[config.mk]
export PLATFORM = sky130hd
export DESIGN_NAME = dle_stuffed_frame_receiver_core_flat
export DESIGN_NICKNAME = d
export VERILOG_FILES = /design/src/hw/rtl/dsfr_pkg.sv /design/src/hw/rtl/dsfr_if.sv /design/src/hw/rtl/dsfr_in_reg.sv /design/src/hw/rtl/dsfr_engine.sv /design/src/hw/rtl/dle_stuffed_frame_receiver_core.sv /design/src/flat_wrapper.sv
export SDC_FILE = /design/constraint.sdc
export NUM_CORES = 1
export LEC_CHECK = 0
export ABC_CLOCK_PERIOD_IN_PS = 3600
export BUFFER_PORTS_ARGS = -buffer_cell sky130_fd_sc_hd__buf_2
export CORE_MARGIN = 8
export CORE_UTILIZATION = 57
export CTS_CLUSTER_SIZE = 24
export DETAILED_ROUTE_END_ITERATION = 8
export PLACE_DENSITY = 0.77
export SLEW_MARGIN = 10
export SYNTH_ARGS = -nofsm -noshare
export SYNTH_HDL_FRONTEND = slang
export SYNTH_SLANG_ARGS = --single-unit
[constraint.sdc]
create_clock -name clk -period 3.6 [get_ports clk]
set_clock_uncertainty 0.2 [all_clocks]
set_input_delay 1.08 -clock clk [delete_from_list [all_inputs] [get_ports clk]]
set_output_delay 1.08 -clock clk [all_outputs]
set_load 0.01 [all_outputs]
[src/hw/rtl/dsfr_pkg.sv]
package dsfr_pkg;

  typedef enum logic [2:0] {
    KIND_PAYLOAD = 3'd0,
    KIND_GOOD    = 3'd1,
    KIND_BAD     = 3'd2,
    KIND_DISCARD = 3'd3,
    KIND_TEXT    = 3'd4,
    KIND_LINE    = 3'd5
  } kind_t;

  typedef enum logic [1:0] {
    REG_START  = 2'd0,
    REG_END    = 2'd1,
    REG_ESCAPE = 2'd2
  } reg_index_t;

  typedef struct packed {
    logic [7:0] start_code;
    logic [7:0] end_code;
    logic [7:0] escape_code;
  } cfg_t;

  typedef struct packed {
    logic       valid;
    logic [7:0] rx_byte;
  } stage_t;

  localparam logic [7:0] START_RESET  = 8'd85;
  localparam logic [7:0] END_RESET    = 8'd4;
  localparam logic [7:0] ESCAPE_RESET = 8'd5;
  localparam logic [7:0] ASCII_CR     = 8'h0D;
  localparam logic [7:0] ASCII_LF     = 8'h0A;
  localparam logic [7:0] PRINT_MIN    = 8'd32;

endpackage

[src/hw/rtl/dsfr_if.sv]
interface dsfr_in_if;
  logic       valid;
  logic       ready;
  logic [7:0] rx_byte;

  modport source (output valid, output rx_byte, input ready);
  modport sink (input valid, input rx_byte, output ready);
endinterface

interface dsfr_out_if;
  logic                valid;
  logic                ready;
  dsfr_pkg::kind_t     kind;
  logic [7:0]          data_byte;
  logic [7:0]          length;

  modport source (output valid, output kind, output data_byte, output length, input ready);
  modport sink (input valid, input kind, input data_byte, input length, output ready);
endinterface

[src/hw/rtl/dsfr_in_reg.sv]
module dsfr_in_reg (
  input  logic            clk,
  input  logic            rst,
  dsfr_in_if.sink         in_ch,
  output dsfr_pkg::stage_t stage,
  input  logic            stage_ready
);
  import dsfr_pkg::*;

  logic take;

  assign in_ch.ready = !stage.valid || stage_ready;
  assign take        = in_ch.valid && in_ch.ready;

  // hold the beat until the engine takes it
  always_ff @(posedge clk) begin
    if (take) begin
      stage.rx_byte <= in_ch.rx_byte;
    end
    if (rst) begin
      stage.valid <= 1'b0;
    end else if (take) begin
      stage.valid <= 1'b1;
    end else if (stage_ready) begin
      stage.valid <= 1'b0;
    end
  end

endmodule

[src/hw/rtl/dsfr_engine.sv]
module dsfr_engine #(
  parameter int BUFFER_BYTES = 128
) (
  input  logic             clk,
  input  logic             rst,
  input  dsfr_pkg::cfg_t   cfg,
  input  dsfr_pkg::stage_t stage,
  output logic             stage_ready,
  dsfr_out_if.source       out_ch
);
  import dsfr_pkg::*;

  typedef enum logic [1:0] {
    PH_IDLE   = 2'd0,
    PH_START2 = 2'd1,
    PH_FRAME  = 2'd2
  } phase_t;

  localparam logic [7:0] FrameLimit = 8'(BUFFER_BYTES);
  localparam logic [7:0] TextLimit  = 8'(BUFFER_BYTES - 1);

  phase_t     phase, phase_next;
  logic       escape_pending, escape_pending_next;
  logic [7:0] byte_count, byte_count_next;
  logic [7:0] running_sum, running_sum_next;
  logic [7:0] held_byte, held_byte_next;
  logic       emit;
  kind_t      res_kind;
  logic [7:0] res_data;
  logic [7:0] res_len;
  logic [7:0] c;
  logic       advance;

  assign c           = stage.rx_byte;
  assign stage_ready = !out_ch.valid || out_ch.ready;
  assign advance     = stage.valid && stage_ready;

  always_comb begin
    phase_next          = phase;
    escape_pending_next = escape_pending;
    byte_count_next     = byte_count;
    running_sum_next    = running_sum;
    held_byte_next      = held_byte;
    emit                = 1'b0;
    res_kind            = KIND_PAYLOAD;
    res_data            = 8'd0;
    res_len             = 8'd0;
    unique case (phase)
      PH_START2: begin
        phase_next          = (c == cfg.start_code) ? PH_FRAME : PH_IDLE;
        escape_pending_next = 1'b0;
        byte_count_next     = 8'd0;
        running_sum_next    = 8'd0;
      end
      PH_FRAME: begin
        if (!escape_pending && c == cfg.start_code) begin
          escape_pending_next = 1'b0;
          byte_count_next     = 8'd0;
          running_sum_next    = 8'd0;
          emit                = 1'b1;
          res_kind            = KIND_DISCARD;
        end else if (!escape_pending && c == cfg.end_code) begin
          phase_next          = PH_IDLE;
          escape_pending_next = 1'b0;
          byte_count_next     = 8'd0;
          running_sum_next    = 8'd0;
          emit                = 1'b1;
          if (byte_count == 8'd0) begin
            res_kind = KIND_DISCARD;
          end else begin
            res_kind = (running_sum == 8'd0) ? KIND_GOOD : KIND_BAD;
            res_len  = byte_count - 8'd1;
          end
        end else if (!escape_pending && c == cfg.escape_code) begin
          escape_pending_next = 1'b1;
        end else begin
          escape_pending_next = 1'b0;
          if (byte_count < FrameLimit) begin
            // pass on the previous byte; the last one is the checksum
            if (byte_count != 8'd0) begin
              emit     = 1'b1;
              res_kind = KIND_PAYLOAD;
              res_data = held_byte;
            end
            held_byte_next   = c;
            byte_count_next  = byte_count + 8'd1;
            running_sum_next = running_sum + c;
          end else begin
            phase_next          = PH_IDLE;
            byte_count_next     = 8'd0;
            running_sum_next    = 8'd0;
            emit                = 1'b1;
            res_kind            = KIND_DISCARD;
          end
        end
      end
      default: begin
        if (c == cfg.start_code) begin
          phase_next          = PH_START2;
          escape_pending_next = 1'b0;
          byte_count_next     = 8'd0;
          running_sum_next    = 8'd0;
        end else begin
          phase_next = PH_IDLE;
          if (c >= PRINT_MIN) begin
            if (byte_count < TextLimit) begin
              byte_count_next = byte_count + 8'd1;
              emit            = 1'b1;
              res_kind        = KIND_TEXT;
              res_data        = c;
            end
          end else if (c == ASCII_CR || c == ASCII_LF) begin
            byte_count_next = 8'd0;
            if (byte_count != 8'd0) begin
              emit     = 1'b1;
              res_kind = KIND_LINE;
              res_len  = byte_count;
            end
          end
        end
      end
    endcase
  end

  always_ff @(posedge clk) begin
    if (rst) begin
      phase          <= PH_IDLE;
      escape_pending <= 1'b0;
      byte_count     <= 8'd0;
      running_sum    <= 8'd0;
      held_byte      <= 8'd0;
      out_ch.valid   <= 1'b0;
    end else begin
      if (advance) begin
        phase          <= phase_next;
        escape_pending <= escape_pending_next;
        byte_count     <= byte_count_next;
        running_sum    <= running_sum_next;
        held_byte      <= held_byte_next;
        out_ch.valid   <= emit;
      end else if (out_ch.ready) begin
        out_ch.valid <= 1'b0;
      end
    end
  end

  always_ff @(posedge clk) begin
    if (advance && emit) begin
      out_ch.kind      <= res_kind;
      out_ch.data_byte <= res_data;
      out_ch.length    <= res_len;
    end
  end

endmodule

[src/hw/rtl/dle_stuffed_frame_receiver_core.sv]
// Channel   Role    Payload
// in_ch     sink    rx_byte
// out_ch    source  kind, data_byte, length
// cfg_*     write   cfg_index, cfg_data
//
// One byte per cycle unless out_ch stalls; a result passes input reg, then result reg.
// The input register and the result register each hold one beat.
// A stalled result holds the engine; the input register takes one more beat meanwhile.
// Synchronous reset clears the frame state and loads the default codes.
module dle_stuffed_frame_receiver_core #(
  parameter int BUFFER_BYTES = 128
) (
  input  logic       clk,
  input  logic       rst,
  input  logic       cfg_we,
  input  logic [1:0] cfg_index,
  input  logic [7:0] cfg_data,
  dsfr_in_if.sink    in_ch,
  dsfr_out_if.source out_ch
);
  import dsfr_pkg::*;

  cfg_t   cfg;
  stage_t stage;
  logic   stage_ready;

  always_ff @(posedge clk) begin
    if (rst) begin
      cfg.start_code  <= START_RESET;
      cfg.end_code    <= END_RESET;
      cfg.escape_code <= ESCAPE_RESET;
    end else if (cfg_we) begin
      unique case (cfg_index)
        REG_START:  cfg.start_code  <= cfg_data;
        REG_END:    cfg.end_code    <= cfg_data;
        REG_ESCAPE: cfg.escape_code <= cfg_data;
        default: ;
      endcase
    end
  end

  dsfr_in_reg u_in_reg (
    .clk         (clk),
    .rst         (rst),
    .in_ch       (in_ch),
    .stage       (stage),
    .stage_ready (stage_ready)
  );

  dsfr_engine #(
    .BUFFER_BYTES (BUFFER_BYTES)
  ) u_engine (
    .clk         (clk),
    .rst         (rst),
    .cfg         (cfg),
    .stage       (stage),
    .stage_ready (stage_ready),
    .out_ch      (out_ch)
  );

endmodule

[src/flat_wrapper.sv]
// flat-port wrapper written by rule: the top's interface ports become plain ports
module dle_stuffed_frame_receiver_core_flat import dsfr_pkg::*;
#(
  parameter int BUFFER_BYTES = 128
)
  (clk, rst, cfg_we, cfg_index, cfg_data, in_ch_valid, in_ch_rx_byte, in_ch_ready, out_ch_valid, out_ch_kind, out_ch_data_byte, out_ch_length, out_ch_ready);
  dsfr_in_if in_ch_i ();
  dsfr_out_if out_ch_i ();
  input  logic clk;
  input  logic rst;
  input  logic cfg_we;
  input  logic [1:0] cfg_index;
  input  logic [7:0] cfg_data;
  input wire logic [$bits(in_ch_i.valid)-1:0] in_ch_valid;
  input wire logic [$bits(in_ch_i.rx_byte)-1:0] in_ch_rx_byte;
  output wire logic [$bits(in_ch_i.ready)-1:0] in_ch_ready;
  output wire logic [$bits(out_ch_i.valid)-1:0] out_ch_valid;
  output wire logic [$bits(out_ch_i.kind)-1:0] out_ch_kind;
  output wire logic [$bits(out_ch_i.data_byte)-1:0] out_ch_data_byte;
  output wire logic [$bits(out_ch_i.length)-1:0] out_ch_length;
  input wire logic [$bits(out_ch_i.ready)-1:0] out_ch_ready;
  assign in_ch_i.valid = in_ch_valid;
  assign in_ch_i.rx_byte = in_ch_rx_byte;
  assign in_ch_ready = in_ch_i.ready;
  assign out_ch_valid = out_ch_i.valid;
  assign out_ch_kind = out_ch_i.kind;
  assign out_ch_data_byte = out_ch_i.data_byte;
  assign out_ch_length = out_ch_i.length;
  assign out_ch_i.ready = out_ch_ready;
  dle_stuffed_frame_receiver_core #(.BUFFER_BYTES(BUFFER_BYTES)) u_core (.clk(clk), .rst(rst), .cfg_we(cfg_we), .cfg_index(cfg_index), .cfg_data(cfg_data), .in_ch(in_ch_i), .out_ch(out_ch_i));
endmodule
==> impl_metrics.csv <==
group,metric,value,unit
sta,fin_ws,670,ps
sta,clock.fmax,341,MHz
placed_design,port_buffers,43,
global_routing,grt_pass1_wl,15700,um
floorplanning,rows,32,
synthesis,yosysSeqAreaShare,0.428,
synthesis,yosys.area_share.simple,0.195,
clock_tree,postCtsResizedCells,0,
critical_path,worstPathRequired,3440,ps
sta,fin_setup_tns,0,ps
global_routing,overflow,0,
clock_tree,root_buffer,"clkbuf_8",
synthesis,async_reset_ff_frac,0,
sta,setup_viol,0,
clock_tree,cts_buffers,9,
placed_design,dpl_cell_area,4560,um2
routing,post_drt_wl_per_cell,16.4,um
final_layout,final_nets,498,
synthesis,syn-num-nets,467,
floorplanning,start_util,0.578,
final_layout,fillers,641,
routing,drtAntennaViolNets,0,
final_layout,multi_input_area,2250,um2
clock_tree,cts_max_level,3,
critical_path,worstPathArrival,2770,ps
synthesis,synth-seq-cells,80,
final_layout,utilization,0.628,
sta,slew_viol_final,0,
synthesis,synth_ff_type,"dfxtp_1",
critical_path,critPathLaunchType,"register",
critical_path,critPathKind,"register to register",
floorplanning,core-area,7570,um2
routing,drc_errors,0,
final_layout,area_growth,8.64,%
clock_tree,cts_tree,"yes",
min_path,holdPathEnd,"u_core.u_engine.held_byte[0]",
floorplanning,ios,44,
sta,tightest_slew,893,ps
sta,period_share,0.814,
synthesis,synth_fa_ha_area_frac,0.0418,
synthesis,muxShareOfSynthArea,0.0618,
synthesis,synth_xor_area_frac,0.0716,
synthesis,syn-cell-area,4370,um2
flow_run,max-cap-violations,0,
synthesis,synthCells,430,
routing,drtPass1Iterations,4,
routing,via_count,3287,
final_layout,design_area,4750,um2
synthesis,synth_edf_count,27,
floorplanning,die_area,10700,um2
floorplanning,die_h,104,um
global_routing,grt_max_degree,38,
final_layout,antenna_cells,0,
clock_tree,hold_buffers,0,
min_path,holdPathStages,2,
routing,drt-total-wl,9310,um
status,outcome,"finished clean",
sta,timing.final.crit_period,2930,ps
critical_path,rr_worst_depth,7,
pwr,irDropWorstVdd,254,uV
pwr,p_leak,1.92,nW
global_routing,first_global_vias,3221,
clock_tree,clock_latency,360,ps
min_path,hold_path_class,"register to register",
clock_tree,postCtsSetupBuffers,0,
synthesis,yosysUniqueCellTypes,68,
synthesis,synth_top_family_by_area,"simple AND/OR/NAND/NOR gates",
synthesis,syn_area_per_cell,10.2,um2
critical_path,end_kind,"register",
synthesis,synth_compound_area_frac,0.145,
clock_tree,cts_sinks,80,
global_routing,grtUsageTotal,0.178,
pwr,powerDensity,384,nW/um2
sta,relSlewSlack,0.399,
global_routing,antenna_found_initial,0,
critical_path,regToRegStartpoint,"u_core.u_in_reg.stage[1]",
sta,rsz0062_at_grt,"no",
routing,vias_per_cell,5.79,
critical_path,reg2reg_to,"u_core.u_engine.out_ch.length[5]",
placed_design,gp_congestion,0.969,
synthesis,yosysWarnings,0,
clock_tree,clkTransAtPathRegs,80,ps
clock_tree,clk_path_buf_depth,2,
final_layout,drive_gt1_frac,0.191,
placed_design,dpl.hpwl,6750,um
placed_design,pre_cts_ws,699,ps
critical_path,path_max_fanout,19,
critical_path,ff2ff_setup_slack,670,ps
final_layout,regArea,1870,um2
sta,finalHoldViolCount,0,
min_path,hp-start,"u_core.u_engine.held_byte[0]",
routing,drtIter0Drc,177,
floorplanning,die_w,104,um
## cells by family after synthesis
group           after synthesis
compound gates               79
buf+inv                      44
fa+ha+maj                    14
simple gates                155
xor+xnor                     31
flops                        80
mux                          27
## layout make-up
| type | count | area share |
|---|---|---|
| Inverter | 17 | 0.0134 |
| Sequential cell | 80 | 0.394 |
| Multi-Input combinational cell | 306 | 0.474 |
| Clock buffer | 11 | 0.0319 |
| Timing Repair Buffer | 47 | 0.0516 |
| Tap cell | 102 | 0.0269 |
| Clock inverter | 5 | 0.00790 |
## routing by layer
layer / routed length (um) / up-vias / global-route usage
met1: 4180 / 1542 / 0.224
met4: 134 / 0 / 0.0735
met2: 4330 / 114 / 0.279
met3: 664 / 11 / 0.0496
met5: 0 / - / 0
li1: - / 1620 / -
## worst max-delay path, stage by stage (launching register included)
cell,delay [ps]
edfxtp_1,670
or3b_4,450
a2111oi_4,410
nor2b_1,190
o211a_1,180
a21oi_1,80
nor2_1,150
buf_4,270
## synth_stat cells (4+ instances only)
cell type / number / area (um2)
xor2_1: 17 / 149
a21oi_1: 19 / 95.1
nand2_1: 34 / 128
a22o_1: 15 / 131
nor4_1: 5 / 31.3
buf_4: 4 / 30.0
ha_1: 13 / 163
buf_2: 6 / 30.0
nor2_1: 39 / 146
dfxtp_1: 53 / 1060
nand4_1: 9 / 56.3
and3_1: 4 / 25.0
xnor2_1: 10 / 87.6
inv_1: 16 / 60.1
nand3_1: 22 / 110
edfxtp_1: 27 / 811
buf_6: 8 / 90.1
nor3_1: 8 / 40.0
mux2i_1: 27 / 270
o211ai_1: 4 / 30.0
clkbuf_1: 7 / 26.3
o21bai_1: 5 / 37.5
o21ai_0: 6 / 30.0
## power by group
| group | internal, mW | switching [mW] |
|---|---|---|
| combinational | 0.0853 | 0.112 |
| clock | 0.292 | 0.335 |
| sequential | 0.964 | 0.0345 |
## state kept, by name, summed over array words and instances (netlist names)
name,cells
u_core.u_engine.out_ch.length,8
u_core.u_engine.out_ch.valid,1
u_core.u_engine.phase,2
u_core.u_engine.held_byte,8
u_core.u_engine.byte_count,8
u_core.cfg,24
u_core.u_engine.escape_pending,1
u_core.u_engine.out_ch.data_byte,8
u_core.u_engine.out_ch.kind,3
u_core.u_engine.running_sum,8
u_core.u_in_reg.stage,9
## through the flow
step / instances / hold WS [ps] / total power [mW]
5_1_grt: 568 / 283 / 1.89
6_report: 568 / 258 / 1.82
4_1_cts: 568 / 262 / 1.84
3_3_place_gp: 552 / 245 / 1.21
3_5_place_dp: 552 / 251 / 1.22
2_1_floorplan: 430 / 236 / 1.16
## cell usage in the layout (no fill, tap or decap), types with 9 or more instances in the layout
master | Yosys | final
edfxtp_1 | 27 | 27
nand4_1 | 9 | 9
clkbuf_8 | 0 | 11
xnor2_1 | 10 | 10
a22o_1 | 15 | 15
xor2_1 | 17 | 17
nand2_1 | 34 | 34
dfxtp_1 | 53 | 53
nor2_1 | 39 | 39
buf_2 | 6 | 43
a21oi_1 | 19 | 19
mux2i_1 | 27 | 27
ha_1 | 13 | 13
nand3_1 | 22 | 22
inv_1 | 16 | 16
## worst max-delay path by stage
stage                                   from  slack [ps]                                  end  depth (start not counted)
floorplan           u_core.u_in_reg.stage[0]         520  u_core.u_engine.out_ch.data_byte[0]                          7
global placement                out_ch_ready         740        u_core.u_engine.byte_count[4]                          6
detailed placement              out_ch_ready         700        u_core.u_engine.byte_count[4]                          6
CTS                 u_core.u_in_reg.stage[1]         700     u_core.u_engine.out_ch.length[5]                          7
global route        u_core.u_in_reg.stage[1]         540     u_core.u_engine.out_ch.length[4]                          7
finish              u_core.u_in_reg.stage[1]         670     u_core.u_engine.out_ch.length[5]                          7
No activity file was read; power rests on OpenSTA's default activity.
